===== src/hw/rtl/mrm_pkg.sv =====
package mrm_pkg;

    localparam int unsigned CountBits  = 31;
    localparam int unsigned TagBits    = 31;
    localparam int unsigned SizeBits   = 8;
    localparam int unsigned HandleBits = 8;
    localparam int unsigned SrcPortBits = 8;

    typedef enum logic [1:0] {
        ST_MATCHED = 2'd0,
        ST_QUEUED  = 2'd1,
        ST_FULL    = 2'd2,
        ST_CLOSED  = 2'd3
    } t_status;

    typedef enum logic {
        MODE_HEADER = 1'b0,
        MODE_POST   = 1'b1
    } t_mode;

    typedef struct packed {
        logic                  closed;
        logic                  post;
        logic [SrcPortBits-1:0] src;
        logic [CountBits-1:0]  cnt;
        logic [TagBits-1:0]    tag;
        logic [SizeBits-1:0]   size;
        logic [HandleBits-1:0] handle;
    } t_cmd;

endpackage


===== src/hw/rtl/message_receive_matcher_top.sv =====
// An accepted beat is held in the front queue, then registered into the compare stage, and then raises o_done.
// The back end takes no new beat until the previous one has finished its compare and update steps.
// The front queue holds two beats; busy rises only while both are waiting.
// Reset (i_rst_n low, synchronous) empties both match queues and the front queue.
// Results are strobed for one cycle on o_done; the receiver cannot stall.
module message_receive_matcher_top
    import mrm_pkg::*;
#(
    parameter int QUEUE_DEPTH = 16,
    parameter int RANK_BITS   = 8
) (
    input  logic                   i_clk,
    input  logic                   i_rst_n,
    input  logic                   start,
    output logic                   busy,
    input  logic                   i_mode,
    input  logic [SrcPortBits-1:0] i_source_rank,
    input  logic [CountBits-1:0]   i_element_count,
    input  logic [TagBits-1:0]     i_message_tag,
    input  logic [SizeBits-1:0]    i_element_size,
    input  logic [HandleBits-1:0]  i_buffer_handle,
    output logic                   o_done,
    output logic [1:0]             o_status,
    output logic [HandleBits-1:0]  o_matched_handle,
    output logic [SrcPortBits-1:0] o_peer_rank
);
    logic w_cmd_valid, w_cmd_pop;
    t_cmd w_cmd;

    // front: accept and classify beats, mask the rank, hold them in a short queue
    mrm_front #(.RANK_BITS(RANK_BITS)) u_front (
        .i_clk, .i_rst_n,
        .i_start(start), .o_busy(busy),
        .i_mode, .i_source_rank, .i_element_count, .i_message_tag,
        .i_element_size, .i_buffer_handle,
        .o_cmd_valid(w_cmd_valid), .o_cmd(w_cmd), .i_cmd_pop(w_cmd_pop)
    );

    // back: search, collapse or append, report
    mrm_back #(.QUEUE_DEPTH(QUEUE_DEPTH)) u_back (
        .i_clk, .i_rst_n,
        .i_cmd_valid(w_cmd_valid), .i_cmd(w_cmd), .o_cmd_pop(w_cmd_pop),
        .o_done, .o_status, .o_matched_handle, .o_peer_rank
    );
endmodule


===== src/hw/rtl/mrm_front.sv =====
module mrm_front
    import mrm_pkg::*;
#(
    parameter int RANK_BITS = 8
) (
    input  logic                   i_clk,
    input  logic                   i_rst_n,
    input  logic                   i_start,
    output logic                   o_busy,
    input  logic                   i_mode,
    input  logic [SrcPortBits-1:0] i_source_rank,
    input  logic [CountBits-1:0]   i_element_count,
    input  logic [TagBits-1:0]     i_message_tag,
    input  logic [SizeBits-1:0]    i_element_size,
    input  logic [HandleBits-1:0]  i_buffer_handle,
    output logic                   o_cmd_valid,
    output t_cmd                   o_cmd,
    input  logic                   i_cmd_pop
);
    // two-entry queue toward the back end
    t_cmd r_q [2];
    logic [1:0] r_cnt, n_cnt;
    logic       r_rd, r_wr;
    t_cmd       w_cmd;
    logic       w_push;

    localparam logic [SrcPortBits-1:0] RankMask =
        SrcPortBits'((1 << RANK_BITS) - 1);

    always_comb begin
        w_cmd.closed = (t_mode'(i_mode) == MODE_HEADER) && (i_element_size == '0);
        w_cmd.post   = (t_mode'(i_mode) == MODE_POST);
        w_cmd.src    = i_source_rank & RankMask;
        w_cmd.cnt    = i_element_count;
        w_cmd.tag    = i_message_tag;
        w_cmd.size   = i_element_size;
        w_cmd.handle = i_buffer_handle;
    end

    assign o_busy      = (r_cnt == 2'd2);
    assign w_push      = i_start && !o_busy;
    assign o_cmd_valid = (r_cnt != 2'd0);
    assign o_cmd       = r_q[r_rd];
    assign n_cnt = r_cnt + 2'(w_push) - 2'(i_cmd_pop && o_cmd_valid);

    always_ff @(posedge i_clk) begin
        if (!i_rst_n) begin
            r_cnt <= '0;
            r_rd  <= 1'b0;
            r_wr  <= 1'b0;
        end else begin
            r_cnt <= n_cnt;
            if (w_push) r_wr <= !r_wr;
            if (i_cmd_pop && o_cmd_valid) r_rd <= !r_rd;
        end
        if (w_push) r_q[r_wr] <= w_cmd;
    end
endmodule


===== src/hw/rtl/mrm_back.sv =====
module mrm_back
    import mrm_pkg::*;
#(
    parameter int QUEUE_DEPTH = 16
) (
    input  logic                   i_clk,
    input  logic                   i_rst_n,
    input  logic                   i_cmd_valid,
    input  t_cmd                   i_cmd,
    output logic                   o_cmd_pop,
    output logic                   o_done,
    output logic [1:0]             o_status,
    output logic [HandleBits-1:0]  o_matched_handle,
    output logic [SrcPortBits-1:0] o_peer_rank
);
    // src arrives already masked to the rank width by the front end
    typedef struct packed {
        logic [SrcPortBits-1:0] src;
        logic [CountBits-1:0]  cnt;
        logic [TagBits-1:0]    tag;
        logic [SizeBits-1:0]   size;
        logic [HandleBits-1:0] handle;
    } t_ent;

    // index 0: posted, 1: unexpected; entries packed from cell 0 up
    t_ent r_e [2][QUEUE_DEPTH];
    logic [QUEUE_DEPTH-1:0] r_v [2];

    // stage 1: compare across all cells of the search queue, register hits
    logic                   r_act;
    t_cmd                   r_cmd;
    logic [QUEUE_DEPTH-1:0] r_hit;
    logic [QUEUE_DEPTH-1:0] w_hit;
    logic                   w_sq;

    assign w_sq      = i_cmd.post;  // post searches unexpected
    assign o_cmd_pop = i_cmd_valid && !r_act;

    always_comb begin
        for (int i = 0; i < QUEUE_DEPTH; i++) begin
            w_hit[i] = r_v[w_sq][i]
                && (r_e[w_sq][i].src == i_cmd.src)
                && (r_e[w_sq][i].cnt == i_cmd.cnt)
                && (r_e[w_sq][i].tag == i_cmd.tag)
                && (r_e[w_sq][i].size == i_cmd.size);
        end
    end

    // stage 2: pick oldest hit, collapse or append
    logic [QUEUE_DEPTH-1:0] w_first, w_below, w_slot;
    logic                   w_any, w_sq2, w_aq2, w_full;
    logic [HandleBits-1:0]  w_hh;
    t_ent                   w_new;

    always_comb begin
        w_first = r_hit & (~r_hit + 1'b1);
        w_below = w_first - 1'b1;
        w_any   = |r_hit;
        w_sq2   = r_cmd.post;
        w_aq2   = !r_cmd.post;
        w_full  = r_v[w_aq2][QUEUE_DEPTH-1];
        // first free cell of the append queue
        w_slot  = ~r_v[w_aq2] & {r_v[w_aq2][QUEUE_DEPTH-2:0], 1'b1};
        w_hh    = '0;
        for (int i = 0; i < QUEUE_DEPTH; i++)
            if (w_first[i]) w_hh = r_e[w_sq2][i].handle;
        w_new.src    = r_cmd.src;
        w_new.cnt    = r_cmd.cnt;
        w_new.tag    = r_cmd.tag;
        w_new.size   = r_cmd.size;
        w_new.handle = r_cmd.handle;
    end

    always_ff @(posedge i_clk) begin
        if (!i_rst_n) begin
            r_act  <= 1'b0;
            o_done <= 1'b0;
            r_v[0] <= '0;
            r_v[1] <= '0;
        end else begin
            r_act  <= o_cmd_pop;
            o_done <= r_act;
            if (r_act && !r_cmd.closed) begin
                if (w_any) begin
                    // drop matched cell, shift younger down
                    for (int i = 0; i < QUEUE_DEPTH - 1; i++)
                        if (!w_below[i]) r_v[w_sq2][i] <= r_v[w_sq2][i+1];
                    r_v[w_sq2][QUEUE_DEPTH-1] <= 1'b0;
                end else if (!w_full) begin
                    r_v[w_aq2] <= {r_v[w_aq2][QUEUE_DEPTH-2:0], 1'b1};
                end
            end
        end
        if (o_cmd_pop) begin
            r_cmd <= i_cmd;
            r_hit <= w_hit;
        end
        if (r_act && !r_cmd.closed) begin
            if (w_any) begin
                for (int i = 0; i < QUEUE_DEPTH - 1; i++)
                    if (!w_below[i]) r_e[w_sq2][i] <= r_e[w_sq2][i+1];
            end else if (!w_full) begin
                for (int i = 0; i < QUEUE_DEPTH; i++)
                    if (w_slot[i]) r_e[w_aq2][i] <= w_new;
            end
        end
        if (r_act) begin
            o_peer_rank <= r_cmd.src;
            if (r_cmd.closed) begin
                o_status <= ST_CLOSED;  o_matched_handle <= '0;
            end else if (w_any) begin
                o_status <= ST_MATCHED; o_matched_handle <= w_hh;
            end else if (w_full) begin
                o_status <= ST_FULL;    o_matched_handle <= '0;
            end else begin
                o_status <= ST_QUEUED;  o_matched_handle <= '0;
            end
        end
    end
endmodule

===== config.mk =====
export PLATFORM = sky130hd
export DESIGN_NAME = message_receive_matcher_top
export DESIGN_NICKNAME = d
export VERILOG_FILES = /design/src/hw/rtl/mrm_pkg.sv /design/src/hw/rtl/message_receive_matcher_top.sv /design/src/hw/rtl/mrm_front.sv /design/src/hw/rtl/mrm_back.sv
export SDC_FILE = /design/constraint.sdc
export NUM_CORES = 2
export LEC_CHECK = 0
export BUFFER_PORTS_ARGS = -buffer_cell sky130_fd_sc_hd__buf_2
export CORE_MARGIN = 1.5
export CORE_UTILIZATION = 56
export CTS_BUF_LIST = sky130_fd_sc_hd__clkbuf_8
export DETAILED_ROUTE_END_ITERATION = 8
export PLACE_DENSITY = 0.78
export SLEW_MARGIN = 0
export SYNTH_ARGS = -nofsm -noshare
export SYNTH_HDL_FRONTEND = slang
export SYNTH_SLANG_ARGS = --single-unit

===== constraint.sdc =====
create_clock -name i_clk -period 29.6 [get_ports i_clk]
set_clock_uncertainty 0.15 [all_clocks]
set_input_delay 2.96 -clock i_clk [delete_from_list [all_inputs] [get_ports i_clk]]
set_output_delay 2.96 -clock i_clk [all_outputs]
set_load 0.01 [all_outputs]

==> flow_metrics.env <==
export IMPL_synth_nets=10400
export IMPL_yosys_warnings=0
export IMPL_rsz0062_at_grt="no"
export IMPL_setup_viol=0
export IMPL_antenna_left=0
export IMPL_critPathLaunchType="flop"
export IMPL_arrival_ns=8.15
export IMPL_status="finished with violations"
export IMPL_violations="max-capacitance violations, max-slew violations"
export IMPL_via_per_inst=7.20
export IMPL_synth_seq_cells=3090
export IMPL_grt_max_degree=194
export IMPL_vias=105000
export IMPL_finalCoreUtilization=0.622
export IMPL_worstSetupPathType="reg2reg"
export IMPL_cts_sinks=3090
export IMPL_finalHoldViolCount=0
export IMPL_initial_core_util=0.564
export IMPL_drive_above_1_share=0.133
export IMPL_drv_slew=13
export IMPL_vdd_ir_drop_max_uv=187
export IMPL_power_mw=16.2
export IMPL_post_cts_buffers=0
export IMPL_hold_end="u_back.r_cmd[3]$_DFFE_PP_"
export IMPL_grt_pass1_vias=100000
export IMPL_cp_max_fo=121
export IMPL_die_w_um=515
export IMPL_drtIter0Drc=19300
export IMPL_grtUsageTotal=0.475
export IMPL_routabilityCongestion=1.13
export IMPL_synthesis_area_um2=147000
export IMPL_port_buffers=109
export IMPL_synth_flop_cell="edfxtp_1"
export IMPL_finalCriticalPeriod_ns=7.40
export IMPL_grt_pass1_wl_um=846000
export IMPL_synth_edf_count=3082
export IMPL_antenna_found_initial=72
export IMPL_fmax_ghz=0.135
export IMPL_io_pins=110
export IMPL_syn_inst=10300
export IMPL_synth_area_per_cell_um2=14.3
export IMPL_root_buffer="clkbuf_8"
export IMPL_nNetsFinal=10700
export IMPL_clock_path_buffers=4
export IMPL_layout_commonest_cell="edfxtp_1"
export IMPL_final_cell_mix="3082 x edfxtp_1, 2489 x mux2i_1, 1340 x a21oi_1"
export IMPL_period_share=0.250
export IMPL_pre_cts_slack_ns=22.58
export IMPL_worst_slack_ns=22.20
export IMPL_overflow=0
export IMPL_slew_headroom=-0.106
export IMPL_required_ns=30.35
export IMPL_hold_path_class="reg2reg"
export IMPL_drc=0
export IMPL_r2r_slack_ns=22.20
export IMPL_areaGrowthSynthToFinish_pct=10.2
export IMPL_synth_seq_area_share=0.631
export IMPL_cts_max_level=6
export IMPL_synth_top_area_frac=0.630
export IMPL_hold_slack_ns=0.397
export IMPL_dr_pass1_iters=9
export IMPL_cts_made_buffers=528
export IMPL_die_y_um=515
export IMPL_cap_viol_max_count=12
export IMPL_hold_path_startpoint="u_front.r_q[0][3]$_DFFE_PP_"
export IMPL_async_reset_ff_frac=0
export IMPL_min_delay_path_depth=1
export IMPL_clock_latency_ns=1.10
export IMPL_synthDistinctLibCells=75
export IMPL_path_clk_slew_ns=0.06
export IMPL_endpoint_kind="flop"
export IMPL_setup_tns_ns=0
export IMPL_dieArea_um2=265000
export IMPL_rows=187
export IMPL_cts_resized=0
export IMPL_dp_hpwl_um=449000
export IMPL_power_density_nw_per_um2=100
export IMPL_hold_buffers=0
export IMPL_yosys_top_cells_area="edfxtp_1 63%, mux2i_1 17%, xnor2_1 5.1%, a21oi_1 4.6%, buf_2 0.86%"
export IMPL_core_area_um2=260000
export IMPL_wl_per_cell_um=44.0
export IMPL_netlist_top_cell_by_area="edfxtp_1"
export IMPL_r2r_end="u_back.r_hit[15]$_DFFE_PP_"
export IMPL_cts_tree="built"
export IMPL_ff2ff_path_depth=10
export IMPL_p_leak_nw=58.4
export IMPL_finalWirelength_um=640000
export IMPL_worst_pin_slew_ns=1.64
## Yosys cell counts (all sizes together) (5+ instances only)
library cell     n
edfxtp        3082
mux2i         2544
a21oi         1349
xnor2          847
buf            395
clkbuf         300
nand2          234
nor2           226
nor4           155
nand4          150
o22ai          129
and3            93
o21ai           90
mux2            75
inv             70
a221oi          68
a22oi           57
nand3           39
a211oi          36
xor2            29
a2111oi         28
nor3            27
o211ai          24
nor2b           20
a221o           15
o21ba           14
clkinv          13
or4             12
and2            11
nand2b          10
o2111ai         10
o2bb2ai         10
o31ai           10
a22o             9
nor3b            9
o221ai           9
a21boi           8
a222oi           8
dfxtp            8
a32oi            5
and4             5
nand3b           5
or2              5
or3              5
## how the worst max path moves through the flow
| stage | startpoint | to | slack [ns] | cells after the start |
|---|---|---|---|---|
| global route | flop | u_back.r_hit[13]$_DFFE_PP_ | 22.30 | 12 |
| finish | flop | u_back.r_hit[15]$_DFFE_PP_ | 22.20 | 10 |
| global placement | flop | u_back.r_hit[3]$_DFFE_PP_ | 21.35 | 10 |
| detailed placement | flop | u_back.r_hit[11]$_DFFE_PP_ | 22.58 | 12 |
| CTS | flop | u_back.r_hit[10]$_DFFE_PP_ | 22.50 | 12 |
| floorplan | u_back.r_hit[0]$_DFFE_PP_ | u_back.r_e[0][1000]$_DFFE_PP_ | 17.74 | 9 |
## worst max-delay path, stage by stage (launching register included)
cell and delay (ns):
dfxtp_4 0.74, mux2i_4 0.23, inv_16 0.55, buf_12 0.60
buf_12 0.57, buf_4 0.84, mux2i_1 0.31, xnor2_1 0.32
nor4_1 1.35, nand4_1 0.61, nor4_1 0.40
## power breakdown
part	internal, mW	switching, mW	total [mW]
clock	1.78	1.82	3.60
combinational	1.91	4.48	6.39
sequential	5.84	0.361	6.20
total	9.54	6.66	16.2
## through the flow
stage / instances / cell area [um2]
floorplan: 10300 / 147000
global placement: 13600 / 152000
detailed placement: 13600 / 152000
CTS: 14500 / 162000
global route: 14500 / 162000
finish: 14500 / 162000
## final cells by class
type	count	area (um2)
multi-input cells	6419	51200
clock buffers	540	7430
flip-flops and latches	3090	92700
clock inverters	364	1930
fillers	19600	98400
inverters	83	328
repair buffers	498	3690
well taps	3496	4370
diodes	48	120
## layer usage
| metal | global-route usage | vias up | wire length [um] |
|---|---|---|---|
| met5 | 0 | - | 577 |
| met4 | 0.467 | 36 | 77400 |
| met3 | 0.161 | 2426 | 91000 |
| met2 | 0.659 | 9667 | 262000 |
| met1 | 0.572 | 52000 | 209000 |
| li1 | - | 40500 | - |
## cell families (layout without fill, tap and decap cells)
| family | count (synthesis) | count (layout) | share of synthesized area |
|---|---|---|---|
| flip-flops | 3090 | 3090 | 0.631 |
| multiplexers | 2619 | 2619 | 0.181 |
| AO/OA/AOI/OAI | 1910 | 1910 | 0.0741 |
| AND/OR/NAND/NOR | 1012 | 1012 | 0.0361 |
| XOR/XNOR | 876 | 876 | 0.0522 |
| buffers and inverters | 778 | 1485 | 0.0254 |
| adder cells (fa/ha/maj) | 2 | 2 | 0.000170 |
| other | 0 | 48 | 0 |
## registers in the layout, summed over array words and instances, names as in the netlist, 2 cells and up, named ones only
| signal | count |
|---|---|
| u_back.r_e | 2752 |
| u_front.r_q | 176 |
| u_back.r_cmd | 87 |
| u_back.r_v | 32 |
| u_back.r_hit | 16 |
| u_back.o_matched_handle | 8 |
| u_back.o_peer_rank | 8 |
| u_back.o_status | 2 |
| u_front.r_cnt | 2 |
Note: power is estimated with default switching activity, not from simulation.
